==> src/clnw_pkg.sv <==
// Shared types and constants for the CLNW exponent recoder.
package clnw_pkg;

	localparam int unsigned WORD_BITS_DEF = 32;
	localparam int unsigned MAX_WORDS_DEF = 128;
	localparam int unsigned RESULT_LIMIT  = 16;
	localparam int unsigned CFG_W         = 8;
	localparam int unsigned VAL_W         = 7;
	localparam int unsigned LEN_W         = 13;
	localparam int unsigned FILL_W        = 3;
	localparam logic [CFG_W-1:0] WORDS_RESET = 8'd32;

	// Bit-count thresholds that select the window width.
	localparam int unsigned THRESH_W5 = 256;
	localparam int unsigned THRESH_W6 = 768;
	localparam int unsigned THRESH_W7 = 1792;

	typedef enum logic [2:0] {
		OP_NONE,
		OP_LOAD,
		OP_FLUSH,
		OP_BIT,
		OP_CLOSE,
		OP_FINAL
	} dp_op_t;

	typedef struct packed {
		dp_op_t op;
	} dp_cmd_t;

	typedef struct packed {
		logic two_emit;
		logic bit_emits;
		logic close_emits;
		logic last_bit;
		logic at_end;
		logic out_free;
	} dp_sts_t;

endpackage

==> src/clnw_ctrl.sv <==
// Sequencing controller for the CLNW exponent recoder.
module clnw_ctrl (
	input  logic             clk,
	input  logic             arst_n,
	input  logic             in_valid,
	output logic             in_stall,
	input  clnw_pkg::dp_sts_t sts,
	output clnw_pkg::dp_cmd_t cmd
);
	import clnw_pkg::*;

	typedef enum logic [1:0] {
		S_IDLE,
		S_SCAN,
		S_CLOSE,
		S_FINAL
	} state_t;

	state_t state_q;
	state_t state_d;

	assign in_stall = (state_q != S_IDLE);

	always_comb begin
		state_d = state_q;
		cmd.op  = OP_NONE;
		case (state_q)
			S_IDLE: begin
				if (in_valid) begin
					cmd.op  = OP_LOAD;
					state_d = S_SCAN;
				end
			end
			S_SCAN: begin
				// A one bit after a zero run with a held window yields two requests;
				// the held window goes out first on its own cycle.
				if (sts.two_emit) begin
					if (sts.out_free) begin
						cmd.op = OP_FLUSH;
					end
				end else if (!sts.bit_emits || sts.out_free) begin
					cmd.op = OP_BIT;
					if (sts.last_bit) begin
						state_d = S_CLOSE;
					end
				end
			end
			S_CLOSE: begin
				if (!sts.at_end) begin
					state_d = S_IDLE;
				end else if (!sts.close_emits || sts.out_free) begin
					cmd.op  = OP_CLOSE;
					state_d = S_FINAL;
				end
			end
			S_FINAL: begin
				if (sts.out_free) begin
					cmd.op  = OP_FINAL;
					state_d = S_IDLE;
				end
			end
			default: begin
				state_d = S_IDLE;
			end
		endcase
	end

	always_ff @(posedge clk or negedge arst_n) begin
		if (!arst_n) begin
			state_q <= S_IDLE;
		end else begin
			state_q <= state_d;
		end
	end

	assert property (@(posedge clk) disable iff (!arst_n)
		(cmd.op == OP_LOAD) |-> (state_q == S_IDLE && in_valid))
		else $error("word loaded outside idle");

	assert property (@(posedge clk) disable iff (!arst_n)
		(state_q == S_FINAL && sts.out_free) |=> (state_q == S_IDLE))
		else $error("final request did not return to idle");

	assert property (@(posedge clk) disable iff (!arst_n)
		(cmd.op == OP_FLUSH) |-> sts.out_free)
		else $error("flush issued with output register busy");

endmodule

==> src/clnw_dp.sv <==
// Bit-serial scan datapath and output register of the CLNW exponent recoder.
module clnw_dp #(
	parameter int unsigned WORD_BITS = clnw_pkg::WORD_BITS_DEF,
	parameter int unsigned MAX_WORDS = clnw_pkg::MAX_WORDS_DEF
) (
	input  logic                        clk,
	input  logic                        arst_n,
	input  logic                        cfg_we,
	input  logic [clnw_pkg::CFG_W-1:0]  cfg_data,
	input  logic [WORD_BITS-1:0]        exponent_word,
	input  clnw_pkg::dp_cmd_t           cmd,
	output clnw_pkg::dp_sts_t           sts,
	input  logic                        out_stall,
	output logic                        out_valid,
	output logic [clnw_pkg::VAL_W-1:0]  window_value,
	output logic [clnw_pkg::LEN_W-1:0]  window_length,
	output logic                        has_window,
	output logic [clnw_pkg::VAL_W-1:0]  largest_window,
	output logic [clnw_pkg::LEN_W-1:0]  window_count,
	output logic                        final_result
);
	import clnw_pkg::*;

	localparam int unsigned POS_W  = $clog2(MAX_WORDS * WORD_BITS + 1);
	localparam int unsigned K_W    = $clog2(WORD_BITS);
	localparam int unsigned WCNT_W = $clog2(RESULT_LIMIT + 1);

	logic [CFG_W-1:0]     words_q;
	logic [WORD_BITS-1:0] word_q;
	logic [K_W-1:0]       k_q;
	logic [POS_W-1:0]     pos_q;
	logic                 phase_q;
	logic [POS_W-1:0]     zrl_q;
	logic [VAL_W-1:0]     acc_q;
	logic [FILL_W-1:0]    fill_q;
	logic [VAL_W-1:0]     held_val_q;
	logic [FILL_W-1:0]    held_len_q;
	logic                 held_valid_q;
	logic [VAL_W-1:0]     largest_q;
	logic [LEN_W-1:0]     frags_q;
	logic [WCNT_W-1:0]    wres_q;

	logic [8:0]        words_eff;
	logic [POS_W-1:0]  nbits;
	logic [FILL_W-1:0] win_d;
	logic              bit_in;
	logic [VAL_W-1:0]  acc_n;
	logic [FILL_W-1:0] fill_n;
	logic              win_full;
	logic [POS_W:0]    final_len;
	logic              out_free;

	logic              emit;
	logic [VAL_W-1:0]  e_val;
	logic [LEN_W-1:0]  e_len;
	logic              e_has;
	logic [VAL_W-1:0]  e_large;
	logic [LEN_W-1:0]  e_cnt;
	logic              e_fin;
	logic              load_out;

	// Word count is clamped to 1..MAX_WORDS before it sets the bit count.
	always_comb begin
		if (words_q == '0) begin
			words_eff = 9'd1;
		end else if (9'(words_q) > 9'(MAX_WORDS)) begin
			words_eff = 9'(MAX_WORDS);
		end else begin
			words_eff = 9'(words_q);
		end
		nbits = POS_W'(words_eff * WORD_BITS);
		if (32'(nbits) < THRESH_W5) begin
			win_d = 3'd4;
		end else if (32'(nbits) < THRESH_W6) begin
			win_d = 3'd5;
		end else if (32'(nbits) < THRESH_W7) begin
			win_d = 3'd6;
		end else begin
			win_d = 3'd7;
		end
	end

	assign bit_in    = word_q[k_q];
	assign acc_n     = acc_q | (VAL_W'(bit_in) << fill_q);
	assign fill_n    = fill_q + 3'd1;
	assign win_full  = (fill_n >= win_d);
	assign final_len = (POS_W+1)'(held_len_q) + (POS_W+1)'(zrl_q);
	assign out_free  = !out_valid || !out_stall;

	always_comb begin
		sts.two_emit    = !phase_q && bit_in && (zrl_q != '0) && held_valid_q;
		sts.bit_emits   = (phase_q && win_full && held_valid_q) ||
		                  (!phase_q && bit_in && (zrl_q != '0));
		sts.close_emits = phase_q && held_valid_q;
		sts.last_bit    = (k_q == K_W'(WORD_BITS - 1));
		sts.at_end      = (pos_q >= nbits);
		sts.out_free    = out_free;
	end

	// Which request, if any, the current command produces.
	always_comb begin
		emit    = 1'b0;
		e_val   = held_val_q;
		e_len   = LEN_W'(held_len_q);
		e_has   = 1'b1;
		e_large = '0;
		e_cnt   = '0;
		e_fin   = 1'b0;
		case (cmd.op)
			OP_FLUSH: begin
				emit = held_valid_q;
			end
			OP_BIT: begin
				if (phase_q) begin
					emit = win_full && held_valid_q;
				end else if (bit_in && (zrl_q != '0)) begin
					emit  = 1'b1;
					e_val = '0;
					e_len = LEN_W'(zrl_q);
				end
			end
			OP_CLOSE: begin
				emit = phase_q && held_valid_q;
			end
			OP_FINAL: begin
				emit  = 1'b1;
				e_fin = 1'b1;
				if (held_valid_q) begin
					e_len   = LEN_W'(final_len);
					e_large = largest_q;
					e_cnt   = frags_q + 13'd1;
				end else begin
					e_val = '0;
					e_len = '0;
					e_has = 1'b0;
				end
			end
			default: begin
				emit = 1'b0;
			end
		endcase
	end

	// Requests past the per-word limit are dropped but still counted.
	assign load_out = emit && (wres_q < WCNT_W'(RESULT_LIMIT));

	always_ff @(posedge clk or negedge arst_n) begin
		if (!arst_n) begin
			words_q      <= WORDS_RESET;
			k_q          <= '0;
			pos_q        <= '0;
			phase_q      <= 1'b0;
			zrl_q        <= '0;
			acc_q        <= '0;
			fill_q       <= '0;
			held_val_q   <= '0;
			held_len_q   <= '0;
			held_valid_q <= 1'b0;
			largest_q    <= '0;
			frags_q      <= '0;
			wres_q       <= '0;
			out_valid    <= 1'b0;
		end else begin
			if (cfg_we) begin
				words_q <= cfg_data;
			end
			if (load_out) begin
				out_valid <= 1'b1;
				wres_q    <= wres_q + WCNT_W'(1);
			end else if (!out_stall) begin
				out_valid <= 1'b0;
			end
			if (emit && cmd.op != OP_FINAL) begin
				frags_q <= frags_q + 13'd1;
			end
			case (cmd.op)
				OP_LOAD: begin
					k_q    <= '0;
					wres_q <= '0;
				end
				OP_FLUSH: begin
					held_valid_q <= 1'b0;
				end
				OP_BIT: begin
					k_q   <= k_q + K_W'(1);
					pos_q <= pos_q + POS_W'(1);
					if (phase_q) begin
						if (win_full) begin
							held_val_q   <= acc_n;
							held_len_q   <= fill_n;
							held_valid_q <= 1'b1;
							if (acc_n > largest_q) begin
								largest_q <= acc_n;
							end
							acc_q   <= '0;
							fill_q  <= '0;
							phase_q <= 1'b0;
						end else begin
							acc_q  <= acc_n;
							fill_q <= fill_n;
						end
					end else if (!bit_in) begin
						zrl_q <= zrl_q + POS_W'(1);
					end else begin
						zrl_q   <= '0;
						acc_q   <= VAL_W'(1);
						fill_q  <= 3'd1;
						phase_q <= 1'b1;
					end
				end
				OP_CLOSE: begin
					if (phase_q) begin
						held_val_q   <= acc_q;
						held_len_q   <= fill_q;
						held_valid_q <= 1'b1;
						if (acc_q > largest_q) begin
							largest_q <= acc_q;
						end
						acc_q   <= '0;
						fill_q  <= '0;
						phase_q <= 1'b0;
					end
				end
				OP_FINAL: begin
					pos_q        <= '0;
					phase_q      <= 1'b0;
					zrl_q        <= '0;
					acc_q        <= '0;
					fill_q       <= '0;
					held_val_q   <= '0;
					held_len_q   <= '0;
					held_valid_q <= 1'b0;
					largest_q    <= '0;
					frags_q      <= '0;
				end
				default: begin
				end
			endcase
		end
	end

	always_ff @(posedge clk) begin
		if (cmd.op == OP_LOAD) begin
			word_q <= exponent_word;
		end
		if (load_out) begin
			window_value   <= e_val;
			window_length  <= e_len;
			has_window     <= e_has;
			largest_window <= e_large;
			window_count   <= e_cnt;
			final_result   <= e_fin;
		end
	end

	assert property (@(posedge clk) disable iff (!arst_n)
		load_out |-> out_free)
		else $error("request loaded over an untaken result");

	assert property (@(posedge clk) disable iff (!arst_n)
		phase_q |-> (zrl_q == '0 && acc_q[0]))
		else $error("open window with pending zero run or even value");

	assert property (@(posedge clk) disable iff (!arst_n)
		!phase_q |-> (acc_q == '0 && fill_q == '0))
		else $error("window state left over outside a window");

	assert property (@(posedge clk) disable iff (!arst_n)
		fill_q != 3'd7)
		else $error("window fill reached its limit without closing");

endmodule

==> src/clnw_exponent_recoder_core.sv <==
// Top level of the CLNW exponent recoder: controller plus scan datapath.
//
//  channel  | handshake           | payload
//  ---------+---------------------+---------------------------------------------
//  in       | in_valid/in_stall   | exponent_word
//  out      | out_valid/out_stall | window_value, window_length, has_window,
//           |                     | largest_window, window_count, final_result
//  cfg      | cfg_we              | cfg_data (exponent_words)
//
// A word is handled in steps: a load, then the shared bit-scan step for each
// exponent bit, then an end check; an extra flush step is added when a held window
// and a zero run go out on the same bit, and a final request step at exponent end.
// Reset clears the scan state and sets the word count to 32.
// A stalled output request halts the scan at the next bit that makes a request.
module clnw_exponent_recoder_core #(
	parameter int unsigned WORD_BITS = clnw_pkg::WORD_BITS_DEF,
	parameter int unsigned MAX_WORDS = clnw_pkg::MAX_WORDS_DEF
) (
	input  logic                        clk,
	input  logic                        arst_n,
	input  logic                        cfg_we,
	input  logic [clnw_pkg::CFG_W-1:0]  cfg_data,
	input  logic                        in_valid,
	output logic                        in_stall,
	input  logic [WORD_BITS-1:0]        exponent_word,
	output logic                        out_valid,
	input  logic                        out_stall,
	output logic [clnw_pkg::VAL_W-1:0]  window_value,
	output logic [clnw_pkg::LEN_W-1:0]  window_length,
	output logic                        has_window,
	output logic [clnw_pkg::VAL_W-1:0]  largest_window,
	output logic [clnw_pkg::LEN_W-1:0]  window_count,
	output logic                        final_result
);
	import clnw_pkg::*;

	dp_cmd_t cmd;
	dp_sts_t sts;

	clnw_ctrl u_ctrl (
		.clk      (clk),
		.arst_n   (arst_n),
		.in_valid (in_valid),
		.in_stall (in_stall),
		.sts      (sts),
		.cmd      (cmd)
	);

	clnw_dp #(
		.WORD_BITS (WORD_BITS),
		.MAX_WORDS (MAX_WORDS)
	) u_dp (
		.clk            (clk),
		.arst_n         (arst_n),
		.cfg_we         (cfg_we),
		.cfg_data       (cfg_data),
		.exponent_word  (exponent_word),
		.cmd            (cmd),
		.sts            (sts),
		.out_stall      (out_stall),
		.out_valid      (out_valid),
		.window_value   (window_value),
		.window_length  (window_length),
		.has_window     (has_window),
		.largest_window (largest_window),
		.window_count   (window_count),
		.final_result   (final_result)
	);

endmodule

==> config.mk <==
export PLATFORM = sky130hd
export DESIGN_NAME = clnw_exponent_recoder_core
export DESIGN_NICKNAME = d
export VERILOG_FILES = /design/src/clnw_pkg.sv /design/src/clnw_ctrl.sv /design/src/clnw_dp.sv /design/src/clnw_exponent_recoder_core.sv
export SDC_FILE = /design/constraint.sdc
export NUM_CORES = 1
export LEC_CHECK = 0
export BUFFER_PORTS_ARGS = -buffer_cell sky130_fd_sc_hd__buf_2
export CORE_MARGIN = 1.5
export CORE_UTILIZATION = 55
export CTS_CLUSTER_SIZE = 28
export DETAILED_ROUTE_END_ITERATION = 6
export PLACE_DENSITY = 0.81
export SLEW_MARGIN = 20
export SYNTH_ARGS = -nofsm -noshare
export SYNTH_HDL_FRONTEND = slang
export SYNTH_SLANG_ARGS = --single-unit
==> constraint.sdc <==
create_clock -name clk -period 5.4 [get_ports clk]
set_input_delay 0.54 -clock clk [delete_from_list [all_inputs] [get_ports clk]]
set_output_delay 0.54 -clock clk [all_outputs]
set_load 0.02 [all_outputs]
==> metrics.md <==
| Metric | Value |
|---|---|
| Status | `complete, no violations` |
| Final setup viols | `0` |
| Initial antenna violation count | `0` |
| CP arrival | `4.25 ns` |
| Post-DP HPWL | `between 10000 and 15000 microns` |
| Ant. Diodes | `0` |
| Iteration-0 DRC Markers | `between 600 and 700` |
| Fillers | `approximately 1200` |
| Slew @ Worst Pin | `around 1.1 ns` |
| Hold WS | `0.0469 ns` |
| Sw power | `2440 uW` |
| Post-synth top area cell | `edfxtp_1` |
| Die area | `between 0.015 and 0.02 sq mm` |
| R2r setup slk | `1.46 ns` |
| Area of the multi-input gates | `0.00377 sq mm` |
| Clk_skew | `0.00768 ns` |
| Yosys top cell area share | `about a quarter` |
| Comb power frac | `about two fifths` |
| Global route overflow | `0` |
| Max Cap Viol | `0` |
| Reg2reg start | `u_dp.k_q[1]` |
| Rel. slew slack | `between 20% and 30%` |
| Initial DRT Pass Iterations | `5` |
| GP Congestion | `approximately 0.9` |
| Sink Count | `~160` |
| DIE WIDTH | `between 100 and 150 microns` |
| Cells after Synth | `a little under 800` |
| Pwr dens | `602 mW/mm^2` |
| Worst endpoint required time | `5.71 ns` |
| Post-DRT Antenna Nets | `0` |
| Min-Delay Path Class | `primary input to asynchronous set/reset pin` |
| Worst-case reg-to-reg path depth | `13` |
| Seq pwr share | `roughly 37%` |
| Fin nets | `between 900 and 1000` |
| Port bufs | `slightly below 90` |
| Syn Nets | `between 800 and 900` |
| Net switching share of the total power | `41.7%` |
| Final worst-path cycle share | `roughly 73%` |
| Critical path cell sequence | `mux2i_1, a22oi_1, nand4b_1, nand4_1, buf_4, nand2_1, o21bai_1, ha_1, nand4_1, o21ai_0, o221ai_1, o221ai_4, mux2_2` |
| Overall routing resource usage | `a little under a quarter` |
| Vias/cell | `between 6 and 7` |
| Int Pwr | `around 3400 uW` |
| Global-route wire length before repair | `a little over 30000 microns` |
| Post-Place Worst Slack | `approximately 1.5 ns` |
| RSZ-0062 raised after global routing | `false` |
| Sequential area share after synthesis | `52.3%` |
| R2R Path End | `u_dp.largest_q[3]` |
| Top FF cell, synth | `dfrtp_1` |
| Vias in the first global route | `6071` |
| VDD IR max | `between 300 and 400 uV` |
| EDFF count, synth | `between 70 and 80` |
| Core Box Area | `around 0.015 sq mm` |
| Critical path endpoint category | `register` |
| Clk root buf | `clkbuf_16` |
| Top delay family on crit path | `compound AO/OA/AOI/OAI gates` |
| Asr flop ratio synth | `a little over half` |
| Row count | `45` |
| CP peak stage delay | `0.97 ns` |
| Top-count cell post-synth | `dfrtp_1` |
| Mapped Avg Cell Area | `approximately 11 sq um` |
| Cts hold-fix bufs | `0` |
| CP max-delay cell | `dfrtp_1` |
| Leakage | `0.00402 uW` |
| CP Class | `register to register` |
| CTS resizes | `0` |
| FF/Latch Area | `around 0.0045 sq mm` |
| Worst-path clk slew | `0.07 ns` |
| Share of layout cells above drive strength 1 | `19.2%` |
| Most frequent CP cell | `nand4_1` |
| Final Hold Fails | `0` |
| TritonCTS clock tree | `built` |
| Setup TNS | `0 ns` |
| Netlist cell types | `approximately 70` |
| Longest Clk Path Bufs | `2` |
| Starting Density | `between 50% and 60%` |
| Setup Buffers After CTS | `0` |
| Mapped Area | `0.00850 sq mm` |
| Pwr Total | `approximately 5900 uW` |
| Buf+Inv Stages, Crit Path | `1` |
| Worst-Skew Late Latency | `between 0.4 and 0.5 ns` |
| Synth cell count leaders | `dfrtp_1 (88), edfxtp_1 (74), nor2_1 (66)` |
| Setup slack after layout | `1.46 ns` |
| Slew Limit Fails | `0` |
| Routed WL per cell | `about 17 microns` |
| Die Y-Extent | `between 100 and 150 microns` |
| Clk pwr share | `between 20 and 25%` |
| Minimum clock period | `a little under 4 ns` |
| Via count | `between 6000 and 7000` |
| Synth Register Bits | `163` |
| IO Pins | `between 80 and 90` |
| Area growth syn-to-layout | `14.2%` |
| Total CTS buffers | `17` |
| Post-Route WL | `roughly 18000 microns` |
| Synthesis warning total | `0` |
| Crit-path max FO | `20` |
| CP Launch Type | `register` |
| Top post-synthesis cells by area | `edfxtp_1 (26%), dfrtp_1 (26%), ha_1 (5.3%)` |
| Max H-tree Level | `4` |
| Post-route DRC | `0` |
| Maximum clock rate | `254 MHz` |
| Pin count of the biggest net entering global routing | `57` |
==> cell usage in the layout, fill, tap and decap left out, drive strengths merged, types with 5 or more instances in the layout <==
| master | instances |
|---|---|
| a2111oi | 10 |
| inv | 40 |
| and2 | 11 |
| clkbuf | 17 |
| nand4 | 12 |
| mux2 | 22 |
| a22oi | 11 |
| o21bai | 5 |
| clkinv | 5 |
| nor3 | 6 |
| a21oi | 41 |
| a21o | 11 |
| dfrtp | 88 |
| buf | 95 |
| ha | 36 |
| xnor2 | 16 |
| o21a | 6 |
| o21ai | 61 |
| nand2 | 60 |
| nor2b | 5 |
| nor2 | 66 |
| edfxtp | 74 |
| mux2i | 25 |
| nand2b | 13 |
| and3 | 16 |
| nand3 | 32 |
| o31ai | 7 |
| a31oi | 32 |
==> routing by layer <==
metal / global-route usage (%) / part of all wire [%]
met5: 0 / 0
met1: 33.8 / 46
met3: 4.27 / 5.2
met2: 37.0 / 47
met4: 7.95 / 1.4
==> cells by family (layout without fill, tap and decap cells) <==
group           Yosys count  after routing  share of synthesized area (%)
simple gates            240            240                           13.8
compound gates          213            213                           17.1
flops                   163            163                           52.3
buf+inv                  72            162                           3.50
mux                      47             47                           5.86
fa+ha+maj                37             37                           5.53
xor+xnor                 18             18                           1.85
==> sequential cells by signal, summed over array words and instances (netlist names), 5 cells and up <==
name,cells
u_dp.window_length,13
u_dp.wres_q,5
u_dp.largest_q,7
u_dp.pos_q,13
u_dp.word_q,32
u_dp.words_q,8
u_dp.k_q,5
u_dp.zrl_q,13
u_dp.held_val_q,7
u_dp.frags_q,13
u_dp.window_count,13
u_dp.largest_window,7
u_dp.acc_q,7
u_dp.window_value,7
==> worst register-to-register path, stage by stage, from the launching register on <==
cell and delay (ns):
dfrtp_1 0.97, mux2i_1 0.33, a22oi_1 0.11, nand4b_1 0.16
nand4_1 0.11, buf_4 0.20, nand2_1 0.22, o21bai_1 0.11
ha_1 0.30, nand4_1 0.12, o21ai_0 0.23, o221ai_1 0.19
o221ai_4 0.37, mux2_2 0.39
==> through the flow <==
step / util, % / cell area [sq um] / std cells
final: 64.1 / 9710 / 1068
after floorplan: - / 8500 / 790
after global placement: 59.9 / 9070 / 1035
after detailed placement: 60.1 / 9100 / 1036
after CTS: 64.1 / 9710 / 1068
after global routing: 64.1 / 9710 / 1068
==> power groups by stage <==
stage | clock network [uW] | logic (uW) | registers [uW]
2_1_floorplan | 0 | 1640 | 2230
3_5_place_dp | 0 | 2410 | 2150
3_3_place_gp | 0 | 2300 | 2140
5_1_grt | 1320 | 2710 | 2180
6_report | 1270 | 2450 | 2130
4_1_cts | 1280 | 2430 | 2130
==> cell type report <==
cell class | count | area share (%)
Timing Repair Buffer | 95 | 5.31
Inverter | 35 | 1.35
Clock inverter | 15 | 1.96
Tap cell | 188 | 2.42
Multi-Input combinational cell | 555 | 38.8
Clock buffer | 17 | 4.38
Sequential cell | 163 | 45.8
==> how the worst max path moves through the flow <==
stage	startpoint	endpoint	slack, ns	cells past startpoint
2_1_floorplan	u_dp.words_q[5]	u_dp.final_result	1.15	9
3_3_place_gp	u_dp.k_q[1]	u_dp.largest_window[5]	1.62	7
3_5_place_dp	u_dp.k_q[1]	u_dp.largest_q[1]	1.52	15
4_1_cts	u_dp.k_q[1]	u_dp.largest_q[3]	1.49	15
5_1_grt	u_dp.k_q[1]	u_dp.largest_q[1]	1.08	15
6_report	u_dp.k_q[1]	u_dp.largest_q[3]	1.46	13
Note: power is estimated with default switching activity, not from simulation.
